<file path="config.mk">
export PLATFORM = sky130hd
export DESIGN_NAME = dcf77_pulse_width_decoder
export DESIGN_NICKNAME = d
export VERILOG_FILES = /design/src/rtl/dcf77_pwd_pkg.sv /design/src/rtl/dcf77_pulse_width_decoder.sv
export SDC_FILE = /design/constraint.sdc
export NUM_CORES = 1
export LEC_CHECK = 0
export BUFFER_PORTS_ARGS = -buffer_cell sky130_fd_sc_hd__buf_4
export CELL_PAD_IN_SITES_DETAIL_PLACEMENT = 0
export CELL_PAD_IN_SITES_GLOBAL_PLACEMENT = 2
export CORE_ASPECT_RATIO = 0.9
export CORE_MARGIN = 10
export CORE_UTILIZATION = 39
export CTS_BUF_LIST = sky130_fd_sc_hd__clkbuf_4 sky130_fd_sc_hd__clkbuf_8 sky130_fd_sc_hd__clkbuf_16
export DETAILED_ROUTE_END_ITERATION = 8
export PLACE_DENSITY = 0.88
export SETUP_SLACK_MARGIN = 0.1
export SYNTH_ARGS = -nofsm -noshare
export SYNTH_HDL_FRONTEND = slang
export SYNTH_SLANG_ARGS = --single-unit
</file>
<file path="constraint.sdc">
create_clock -name clock -period 6.4 [get_ports clock]
set_input_delay 0.64 -clock clock [delete_from_list [all_inputs] [get_ports clock]]
set_output_delay 0.64 -clock clock [all_outputs]
set_load 0.01 [all_outputs]
</file>
<file path="src/rtl/dcf77_pwd_pkg.sv">
// shared types and constants for the dcf77 pulse width decoder
package dcf77_pwd_pkg;

   // fixed field widths
   localparam int unsigned LEN_WIDTH     = 12;
   localparam int unsigned MISS_WIDTH    = 8;
   localparam int unsigned EVENT_WIDTH   = 3;
   localparam int unsigned POS_OUT_WIDTH = 6;
   localparam int unsigned CSR_IDX_WIDTH = 3;
   localparam int unsigned REQ_WIDTH     = 8;
   localparam int unsigned RSP_WIDTH     = 16;

   typedef logic [EVENT_WIDTH-1:0]   event_type;
   typedef logic [CSR_IDX_WIDTH-1:0] csr_idx_type;

   // event codes
   localparam event_type EV_NONE    = 3'd0;
   localparam event_type EV_MINUTE  = 3'd1;
   localparam event_type EV_ZERO    = 3'd2;
   localparam event_type EV_ONE     = 3'd3;
   localparam event_type EV_MISSING = 3'd4;

   // register indexes
   localparam csr_idx_type REG_MISS_LIMIT     = 3'd0;
   localparam csr_idx_type REG_ZERO_MIN_LEN   = 3'd1;
   localparam csr_idx_type REG_ONE_MIN_LEN    = 3'd2;
   localparam csr_idx_type REG_MINUTE_GAP_LEN = 3'd3;
   localparam csr_idx_type REG_LOST_GAP_LEN   = 3'd4;

   // register reset values
   localparam logic [MISS_WIDTH-1:0] MISS_LIMIT_RST     = 8'd5;
   localparam logic [LEN_WIDTH-1:0]  ZERO_MIN_LEN_RST   = 12'd70;
   localparam logic [LEN_WIDTH-1:0]  ONE_MIN_LEN_RST    = 12'd150;
   localparam logic [LEN_WIDTH-1:0]  MINUTE_GAP_LEN_RST = 12'd1700;
   localparam logic [LEN_WIDTH-1:0]  LOST_GAP_LEN_RST   = 12'd3000;

endpackage

</file>
<file path="src/rtl/dcf77_pulse_width_decoder.sv">
// dcf77 pulse width decoder top level
//
// One receiver sample enters per transfer on the req_ channel (bit 0 of
// req_tdata, 1 = carrier reduced). Every accepted sample yields exactly one
// result on the rsp_ channel: an event code (none, minute mark, zero bit,
// one bit, signal missing), the decoded bit and the frame position written.
// The decoder state (phase, idle, pulse and miss counters, frame position)
// is updated in the cycle the sample is accepted, and the result sits in an
// output register from the next cycle on; the decoder takes one sample
// per cycle while rsp_tready stays high. When the receiver stalls,
// the held result blocks the next sample only if it is still untaken;
// req_tready is high whenever the output register is empty or is being
// emptied in the same cycle. Thresholds are written through the csr_
// channel, which is always ready; unknown indexes are dropped. Reset
// returns all thresholds to their defaults, clears the counters, puts the
// decoder in the idle phase at frame position zero and empties the output.
module dcf77_pulse_width_decoder #(
   parameter int unsigned FRAME_BITS  = 60,
   parameter int unsigned COUNT_WIDTH = 12
) (
   input  logic                                     clock,
   input  logic                                     reset,
   // sample input
   input  logic                                     req_tvalid,
   output logic                                     req_tready,
   input  logic [dcf77_pwd_pkg::REQ_WIDTH-1:0]      req_tdata,  // [0] sample_level
   // decoded result
   output logic                                     rsp_tvalid,
   input  logic                                     rsp_tready,
   output logic [dcf77_pwd_pkg::RSP_WIDTH-1:0]      rsp_tdata,  // [2:0] event_res,
                                                                // [3] bit_value,
                                                                // [9:4] bit_position
   // register writes
   input  logic                                     csr_valid,
   output logic                                     csr_ready,
   input  logic [dcf77_pwd_pkg::CSR_IDX_WIDTH-1:0]  csr_index,
   input  logic [dcf77_pwd_pkg::LEN_WIDTH-1:0]      csr_data
);

   localparam int unsigned POS_WIDTH = (FRAME_BITS > 1) ? $clog2(FRAME_BITS) : 1;
   localparam int unsigned CMP_WIDTH = (COUNT_WIDTH > dcf77_pwd_pkg::LEN_WIDTH) ?
                                       COUNT_WIDTH : dcf77_pwd_pkg::LEN_WIDTH;
   localparam logic [POS_WIDTH-1:0] POS_LAST = POS_WIDTH'(FRAME_BITS - 1);
   localparam logic [COUNT_WIDTH-1:0] CNT_MAX = {COUNT_WIDTH{1'b1}};
   localparam logic [dcf77_pwd_pkg::MISS_WIDTH-1:0] MISS_MAX =
      {dcf77_pwd_pkg::MISS_WIDTH{1'b1}};

   // threshold registers
   logic [dcf77_pwd_pkg::MISS_WIDTH-1:0] miss_limit_ff;
   logic [dcf77_pwd_pkg::LEN_WIDTH-1:0]  zero_min_len_ff;
   logic [dcf77_pwd_pkg::LEN_WIDTH-1:0]  one_min_len_ff;
   logic [dcf77_pwd_pkg::LEN_WIDTH-1:0]  minute_gap_len_ff;
   logic [dcf77_pwd_pkg::LEN_WIDTH-1:0]  lost_gap_len_ff;

   // decoder state
   logic                                 in_pulse_ff,    in_pulse_in;
   logic [COUNT_WIDTH-1:0]               idle_ticks_ff,  idle_ticks_in;
   logic [COUNT_WIDTH-1:0]               pulse_ticks_ff, pulse_ticks_in;
   logic [dcf77_pwd_pkg::MISS_WIDTH-1:0] miss_ticks_ff,  miss_ticks_in;
   logic [POS_WIDTH-1:0]                 frame_pos_ff,   frame_pos_in;

   // result register
   logic                                 rsp_valid_ff,   rsp_valid_in;
   dcf77_pwd_pkg::event_type             event_ff,       event_in;
   logic                                 bit_value_ff,   bit_value_in;
   logic [POS_WIDTH-1:0]                 bit_pos_ff,     bit_pos_in;

   logic                                 req_xfer;
   logic                                 sample_level;
   logic [COUNT_WIDTH-1:0]               idle_inc;
   logic [COUNT_WIDTH-1:0]               pulse_inc;
   logic [dcf77_pwd_pkg::MISS_WIDTH-1:0] miss_inc;
   logic [dcf77_pwd_pkg::POS_OUT_WIDTH-1:0] bit_pos_out;

   // handshakes
   assign req_tready   = !rsp_valid_ff || rsp_tready;
   assign req_xfer     = req_tvalid && req_tready;
   assign csr_ready    = 1'b1;
   assign sample_level = req_tdata[0];

   // saturating increments
   assign idle_inc  = (idle_ticks_ff == CNT_MAX) ? idle_ticks_ff : idle_ticks_ff + 1'b1;
   assign pulse_inc = (pulse_ticks_ff == CNT_MAX) ? pulse_ticks_ff : pulse_ticks_ff + 1'b1;
   assign miss_inc  = (miss_ticks_ff == MISS_MAX) ? miss_ticks_ff : miss_ticks_ff + 1'b1;

   // next state and result for one sample
   always_comb begin
      in_pulse_in    = in_pulse_ff;
      idle_ticks_in  = idle_ticks_ff;
      pulse_ticks_in = pulse_ticks_ff;
      miss_ticks_in  = miss_ticks_ff;
      frame_pos_in   = frame_pos_ff;
      event_in       = dcf77_pwd_pkg::EV_NONE;
      bit_value_in   = 1'b0;
      bit_pos_in     = '0;
      if (sample_level) begin
         if (!in_pulse_ff) begin
            // pulse starts; a long gap before it is a minute mark
            in_pulse_in = 1'b1;
            if (CMP_WIDTH'(idle_ticks_ff) >= CMP_WIDTH'(minute_gap_len_ff)) begin
               idle_ticks_in = '0;
               frame_pos_in  = '0;
               event_in      = dcf77_pwd_pkg::EV_MINUTE;
            end
         end else begin
            pulse_ticks_in = pulse_inc;
            miss_ticks_in  = '0;
         end
      end else if (!in_pulse_ff) begin
         // idle tick, flag lost signal after a long gap
         idle_ticks_in = idle_inc;
         if (CMP_WIDTH'(idle_inc) >= CMP_WIDTH'(lost_gap_len_ff)) begin
            event_in = dcf77_pwd_pkg::EV_MISSING;
         end
      end else begin
         // low tick inside a pulse
         pulse_ticks_in = pulse_inc;
         miss_ticks_in  = miss_inc;
         if (miss_inc >= miss_limit_ff) begin
            if ((CMP_WIDTH'(pulse_inc) >= CMP_WIDTH'(one_min_len_ff)) ||
                (CMP_WIDTH'(pulse_inc) >= CMP_WIDTH'(zero_min_len_ff))) begin
               bit_value_in  = (CMP_WIDTH'(pulse_inc) >= CMP_WIDTH'(one_min_len_ff));
               event_in      = bit_value_in ? dcf77_pwd_pkg::EV_ONE : dcf77_pwd_pkg::EV_ZERO;
               bit_pos_in    = frame_pos_ff;
               frame_pos_in  = (frame_pos_ff >= POS_LAST) ? '0 : frame_pos_ff + 1'b1;
               idle_ticks_in = '0;
            end
            pulse_ticks_in = '0;
            miss_ticks_in  = '0;
            in_pulse_in    = 1'b0;
         end
      end
   end

   // output register valid
   always_comb begin
      rsp_valid_in = rsp_valid_ff;
      if (req_xfer) begin
         rsp_valid_in = 1'b1;
      end else if (rsp_tready) begin
         rsp_valid_in = 1'b0;
      end
   end

   // control state and thresholds
   always_ff @(posedge clock) begin
      if (reset) begin
         miss_limit_ff     <= dcf77_pwd_pkg::MISS_LIMIT_RST;
         zero_min_len_ff   <= dcf77_pwd_pkg::ZERO_MIN_LEN_RST;
         one_min_len_ff    <= dcf77_pwd_pkg::ONE_MIN_LEN_RST;
         minute_gap_len_ff <= dcf77_pwd_pkg::MINUTE_GAP_LEN_RST;
         lost_gap_len_ff   <= dcf77_pwd_pkg::LOST_GAP_LEN_RST;
         in_pulse_ff       <= 1'b0;
         idle_ticks_ff     <= '0;
         pulse_ticks_ff    <= '0;
         miss_ticks_ff     <= '0;
         frame_pos_ff      <= '0;
         rsp_valid_ff      <= 1'b0;
      end else begin
         rsp_valid_ff <= rsp_valid_in;
         if (req_xfer) begin
            in_pulse_ff    <= in_pulse_in;
            idle_ticks_ff  <= idle_ticks_in;
            pulse_ticks_ff <= pulse_ticks_in;
            miss_ticks_ff  <= miss_ticks_in;
            frame_pos_ff   <= frame_pos_in;
         end
         if (csr_valid) begin
            unique case (csr_index)
               dcf77_pwd_pkg::REG_MISS_LIMIT: begin
                  miss_limit_ff <= csr_data[dcf77_pwd_pkg::MISS_WIDTH-1:0];
               end
               dcf77_pwd_pkg::REG_ZERO_MIN_LEN:   zero_min_len_ff   <= csr_data;
               dcf77_pwd_pkg::REG_ONE_MIN_LEN:    one_min_len_ff    <= csr_data;
               dcf77_pwd_pkg::REG_MINUTE_GAP_LEN: minute_gap_len_ff <= csr_data;
               dcf77_pwd_pkg::REG_LOST_GAP_LEN:   lost_gap_len_ff   <= csr_data;
               default: ;
            endcase
         end
      end
   end

   // result payload
   always_ff @(posedge clock) begin
      if (req_xfer) begin
         event_ff     <= event_in;
         bit_value_ff <= bit_value_in;
         bit_pos_ff   <= bit_pos_in;
      end
   end

   assign bit_pos_out = dcf77_pwd_pkg::POS_OUT_WIDTH'(bit_pos_ff);
   assign rsp_tvalid  = rsp_valid_ff;
   assign rsp_tdata   = {6'b0, bit_pos_out, bit_value_ff, event_ff};

endmodule
</file>
==> impl_metrics.xml <==
<?xml version="1.0" encoding="UTF-8"?>
<metrics>
  <group name="power_and_ir_drop">
    <metric name="share_seq_of_total_power" unit="">0.506</metric>
    <metric name="p_clk_frac" unit="">0.414</metric>
    <metric name="static_leakage_power" unit="nW">2.86</metric>
    <metric name="netSwitchingFraction" unit="">0.247</metric>
    <metric name="total_power" unit="mW">1.36</metric>
    <metric name="power_density" unit="mW/mm^2">203</metric>
    <metric name="power_frac_comb" unit="">0.080</metric>
    <metric name="power.internal" unit="mW">1.03</metric>
    <metric name="worst_supply_voltage_drop_on_vdd" unit="uV">125</metric>
    <metric name="power.switching" unit="mW">0.338</metric>
  </group>
  <group name="logic_synthesis">
    <metric name="synthesis.instances" unit="">768</metric>
    <metric name="netlist_top_cells_area" unit="">sky130_fd_sc_hd__dfxtp_1 (31%), sky130_fd_sc_hd__ha_1 (12%), sky130_fd_sc_hd__nand2_1 (9.0%), sky130_fd_sc_hd__a21oi_1 (6.1%), sky130_fd_sc_hd__edfxtp_1 (4.9%)</metric>
    <metric name="netlist_area" unit="mm^2">0.00612</metric>
    <metric name="post_synth_num_cell_types" unit="">56</metric>
    <metric name="synth_most_common_cell" unit="">sky130_fd_sc_hd__nand2_1</metric>
    <metric name="synth_edf_count" unit="">10</metric>
    <metric name="synth-seq-cells" unit="">106</metric>
    <metric name="synthesis.yosys.warnings" unit="">0</metric>
    <metric name="post-synth-top-area-fraction" unit="">0.314</metric>
    <metric name="postSynthAreaPerCell" unit="um^2">7.96</metric>
    <metric name="ys_dominant_reg_cell" unit="">sky130_fd_sc_hd__dfxtp_1</metric>
    <metric name="synth_common_cells" unit="">sky130_fd_sc_hd__nand2_1 (146), sky130_fd_sc_hd__dfxtp_1 (96), sky130_fd_sc_hd__a21oi_1 (75)</metric>
    <metric name="post-synth-top-area-cell" unit="">sky130_fd_sc_hd__dfxtp_1</metric>
    <metric name="postSynth.asyncResetShare" unit="">0</metric>
    <metric name="yosysSeqAreaShare" unit="">0.363</metric>
  </group>
  <group name="timing">
    <metric name="final.min_clock_period" unit="ns">4.55</metric>
    <metric name="max-slew-margin-rel" unit="">0.324</metric>
    <metric name="hold_violations" unit="">0</metric>
    <metric name="fmax" unit="MHz">220</metric>
    <metric name="setup_total_negative_slack" unit="ns">0</metric>
    <metric name="setup_viol_count_final" unit="">0</metric>
    <metric name="slew_viol_final" unit="">0</metric>
    <metric name="clock_skew_after_layout" unit="ns">0.00885</metric>
    <metric name="worst_pin_slew" unit="ns">1.01</metric>
    <metric name="fin_hold_ws" unit="ns">0.454</metric>
    <metric name="period_share" unit="">0.711</metric>
    <metric name="setup_slack" unit="ns">1.85</metric>
    <metric name="rsz0062_at_grt" unit="">false</metric>
  </group>
  <group name="worst_setup_path">
    <metric name="worst_ep_required_time" unit="ns">6.68</metric>
    <metric name="data_arrival_time_of_the_critical_path" unit="ns">4.83</metric>
    <metric name="critical_path.startpoint_type" unit="">flop</metric>
    <metric name="endpoint_kind" unit="">flop</metric>
    <metric name="worstSetupPathType" unit="">flop to flop</metric>
    <metric name="cp_max_fo" unit="">20</metric>
  </group>
  <group name="cts">
    <metric name="cts.repair.resized" unit="">0</metric>
    <metric name="max-clock-path-buffers" unit="">2</metric>
    <metric name="tritoncts_num_sinks" unit="">106</metric>
    <metric name="htree_levels" unit="">3</metric>
    <metric name="cts.repair_timing.setup_buffer_count" unit="">0</metric>
    <metric name="clock_tree.root_cell" unit="">sky130_fd_sc_hd__clkbuf_16</metric>
    <metric name="cts.clk_slew.worst_paths" unit="ns">0.07</metric>
    <metric name="cts_tree" unit="">built</metric>
    <metric name="tritoncts.num_buffers" unit="">9</metric>
    <metric name="post_cts_hold_buffer_count" unit="">0</metric>
    <metric name="clk-insertion-delay-late" unit="ns">0.36</metric>
  </group>
  <group name="final_layout">
    <metric name="drive_gt1_frac" unit="">0.0795</metric>
    <metric name="instances_no_fill" unit="">982</metric>
    <metric name="layout.cell_area.non_filler" unit="mm^2">0.00674</metric>
    <metric name="area_growth_syn_to_layout" unit="%">10.2</metric>
    <metric name="final_core_util" unit="">0.438</metric>
    <metric name="antenna-diode-count" unit="">0</metric>
    <metric name="fin_nets" unit="">863</metric>
  </group>
  <group name="place">
    <metric name="instance_area_after_placement" unit="mm^2">0.00644</metric>
    <metric name="placed_wire_length_estimate" unit="um">11400</metric>
    <metric name="port-buffer-count" unit="">32</metric>
    <metric name="place_worst_setup_slack" unit="ns">1.89</metric>
    <metric name="numPlacedInstances" unit="">966</metric>
    <metric name="place_congestion" unit="">0.794</metric>
  </group>
  <group name="global_routing">
    <metric name="global_route.overflow_total" unit="">0</metric>
    <metric name="wire_length_of_the_first_global_routing_pass" unit="um">25200</metric>
    <metric name="vias_in_the_first_global_route" unit="">4938</metric>
    <metric name="antenna_found_initial" unit="">0</metric>
    <metric name="grtUsageTotal" unit="">0.144</metric>
    <metric name="maximum_number_of_pins_on_one_net_before_global_route_repair" unit="">95</metric>
  </group>
  <group name="floorplanning">
    <metric name="placementRows" unit="">43</metric>
    <metric name="fp.coreArea" unit="mm^2">0.0154</metric>
    <metric name="die_x" unit="um">152</metric>
    <metric name="floorplan.die_area" unit="mm^2">0.0211</metric>
    <metric name="io_pins" unit="">47</metric>
    <metric name="floorplan.initialDensity" unit="">0.398</metric>
    <metric name="chipHeight" unit="um">139</metric>
  </group>
  <group name="detailed_routing">
    <metric name="initialDrtViolationCount" unit="">305</metric>
    <metric name="detail-route-antenna-nets" unit="">0</metric>
    <metric name="post_drt_wl_per_cell" unit="um">15.8</metric>
    <metric name="vias_per_cell" unit="">5.28</metric>
    <metric name="drt_pre_antenna_iters" unit="">5</metric>
    <metric name="dr_total_vias" unit="">5182</metric>
    <metric name="route.detailed.drc" unit="">0</metric>
    <metric name="routed_wl" unit="um">15500</metric>
  </group>
  <group name="run">
    <metric name="cap_viol_max_count" unit="">0</metric>
  </group>
  <group name="outcome">
    <metric name="result_of_the_run" unit="">finished, final reports clean</metric>
  </group>
  <group name="hold_path">
    <metric name="timing.hold.worst.class" unit="">flop to flop</metric>
  </group>
</metrics>
==> flip-flops by register name, summed over array words and instances (netlist names) <==
register,flops
lost_gap_len_ff,12
bit_value_ff,1
event_ff,3
miss_ticks_ff,8
minute_gap_len_ff,12
miss_limit_ff,8
zero_min_len_ff,12
idle_ticks_ff,12
one_min_len_ff,12
in_pulse_ff,1
bit_pos_ff,6
frame_pos_ff,6
rsp_tvalid,1
pulse_ticks_ff,12
==> power by group through the flow <==
stage / Combinational, mW / Sequential (mW) / Clock, mW
after floorplan: 0.0695 / 0.705 / 0
after global placement: 0.106 / 0.705 / 0
after detailed placement: 0.109 / 0.706 / 0
after CTS: 0.109 / 0.690 / 0.582
after global routing: 0.123 / 0.692 / 0.602
final: 0.109 / 0.690 / 0.566
==> cell families (layout without fill, tap and decap cells) <==
family / after synthesis / after routing / share of synthesized area
other: 2 / 7 / 0.00123
DFF: 106 / 106 / 0.363
adders and majority gates: 60 / 60 / 0.123
buffers and inverters: 101 / 108 / 0.0689
AOI/OAI and AO/OA: 151 / 151 / 0.152
muxes: 9 / 9 / 0.0157
and+or+nand+nor: 321 / 321 / 0.251
xor gates and xnor gates: 18 / 18 / 0.0258
==> path summary, 6_finish.rpt <==
path / cells past startpoint / from / slack [ns] / endpoint
min reg2reg: 2 / one_min_len_ff[6] / 0.45 / one_min_len_ff[6]
min: 2 / one_min_len_ff[6] / 0.45 / one_min_len_ff[6]
max: 14 / pulse_ticks_ff[0] / 1.85 / idle_ticks_ff[2]
max reg2reg: 14 / pulse_ticks_ff[0] / 1.85 / idle_ticks_ff[2]
==> layout by cell type, fill, tap and decap left out, types with 12 or more instances in the layout <==
cell type,netlist,routed
sky130_fd_sc_hd__xnor2_1,12,12
sky130_fd_sc_hd__buf_4,8,33
sky130_fd_sc_hd__nand3_1,23,23
sky130_fd_sc_hd__nand4_1,14,14
sky130_fd_sc_hd__o21ai_0,22,22
sky130_fd_sc_hd__and2_1,13,13
sky130_fd_sc_hd__inv_1,59,59
sky130_fd_sc_hd__nor2_1,51,51
sky130_fd_sc_hd__nand3b_1,21,21
sky130_fd_sc_hd__nand2_1,146,146
sky130_fd_sc_hd__a21oi_1,75,75
sky130_fd_sc_hd__ha_1,60,60
sky130_fd_sc_hd__dfxtp_1,96,96
==> layout make-up <==
cell class	count	area [um^2]
inverter	59	221
sequential	106	2220
fill	1574	8650
tap	202	253
clock inverter	4	31.3
clock buffer	12	272
timing repair buffer	33	248
multi-input combinational	566	3490
==> worst max-delay path, stage by stage, from the launching register on <==
cell                       delay [ns]
sky130_fd_sc_hd__dfxtp_1         0.37
sky130_fd_sc_hd__ha_1            0.26
sky130_fd_sc_hd__and4_1          0.24
sky130_fd_sc_hd__nand4_1         0.31
sky130_fd_sc_hd__nor3b_1         0.47
sky130_fd_sc_hd__nand3_1         0.15
sky130_fd_sc_hd__xnor2_1         0.19
sky130_fd_sc_hd__ha_1            0.32
sky130_fd_sc_hd__nand4_1         0.14
sky130_fd_sc_hd__or4_1           0.55
sky130_fd_sc_hd__o22a_1          0.22
sky130_fd_sc_hd__nand4_2         0.15
sky130_fd_sc_hd__o211ai_2        0.35
sky130_fd_sc_hd__or4b_1          0.61
sky130_fd_sc_hd__a21oi_1         0.14
==> per-layer routing <==
metal,global-route usage,vias to the layer above,share of wire
li1,-,2628,-
met1,0.189,2425,0.49
met2,0.226,112,0.45
met3,0.0397,17,0.048
met4,0.0420,0,0.016
met5,0,-,0
(Power assumes the default switching activity.)
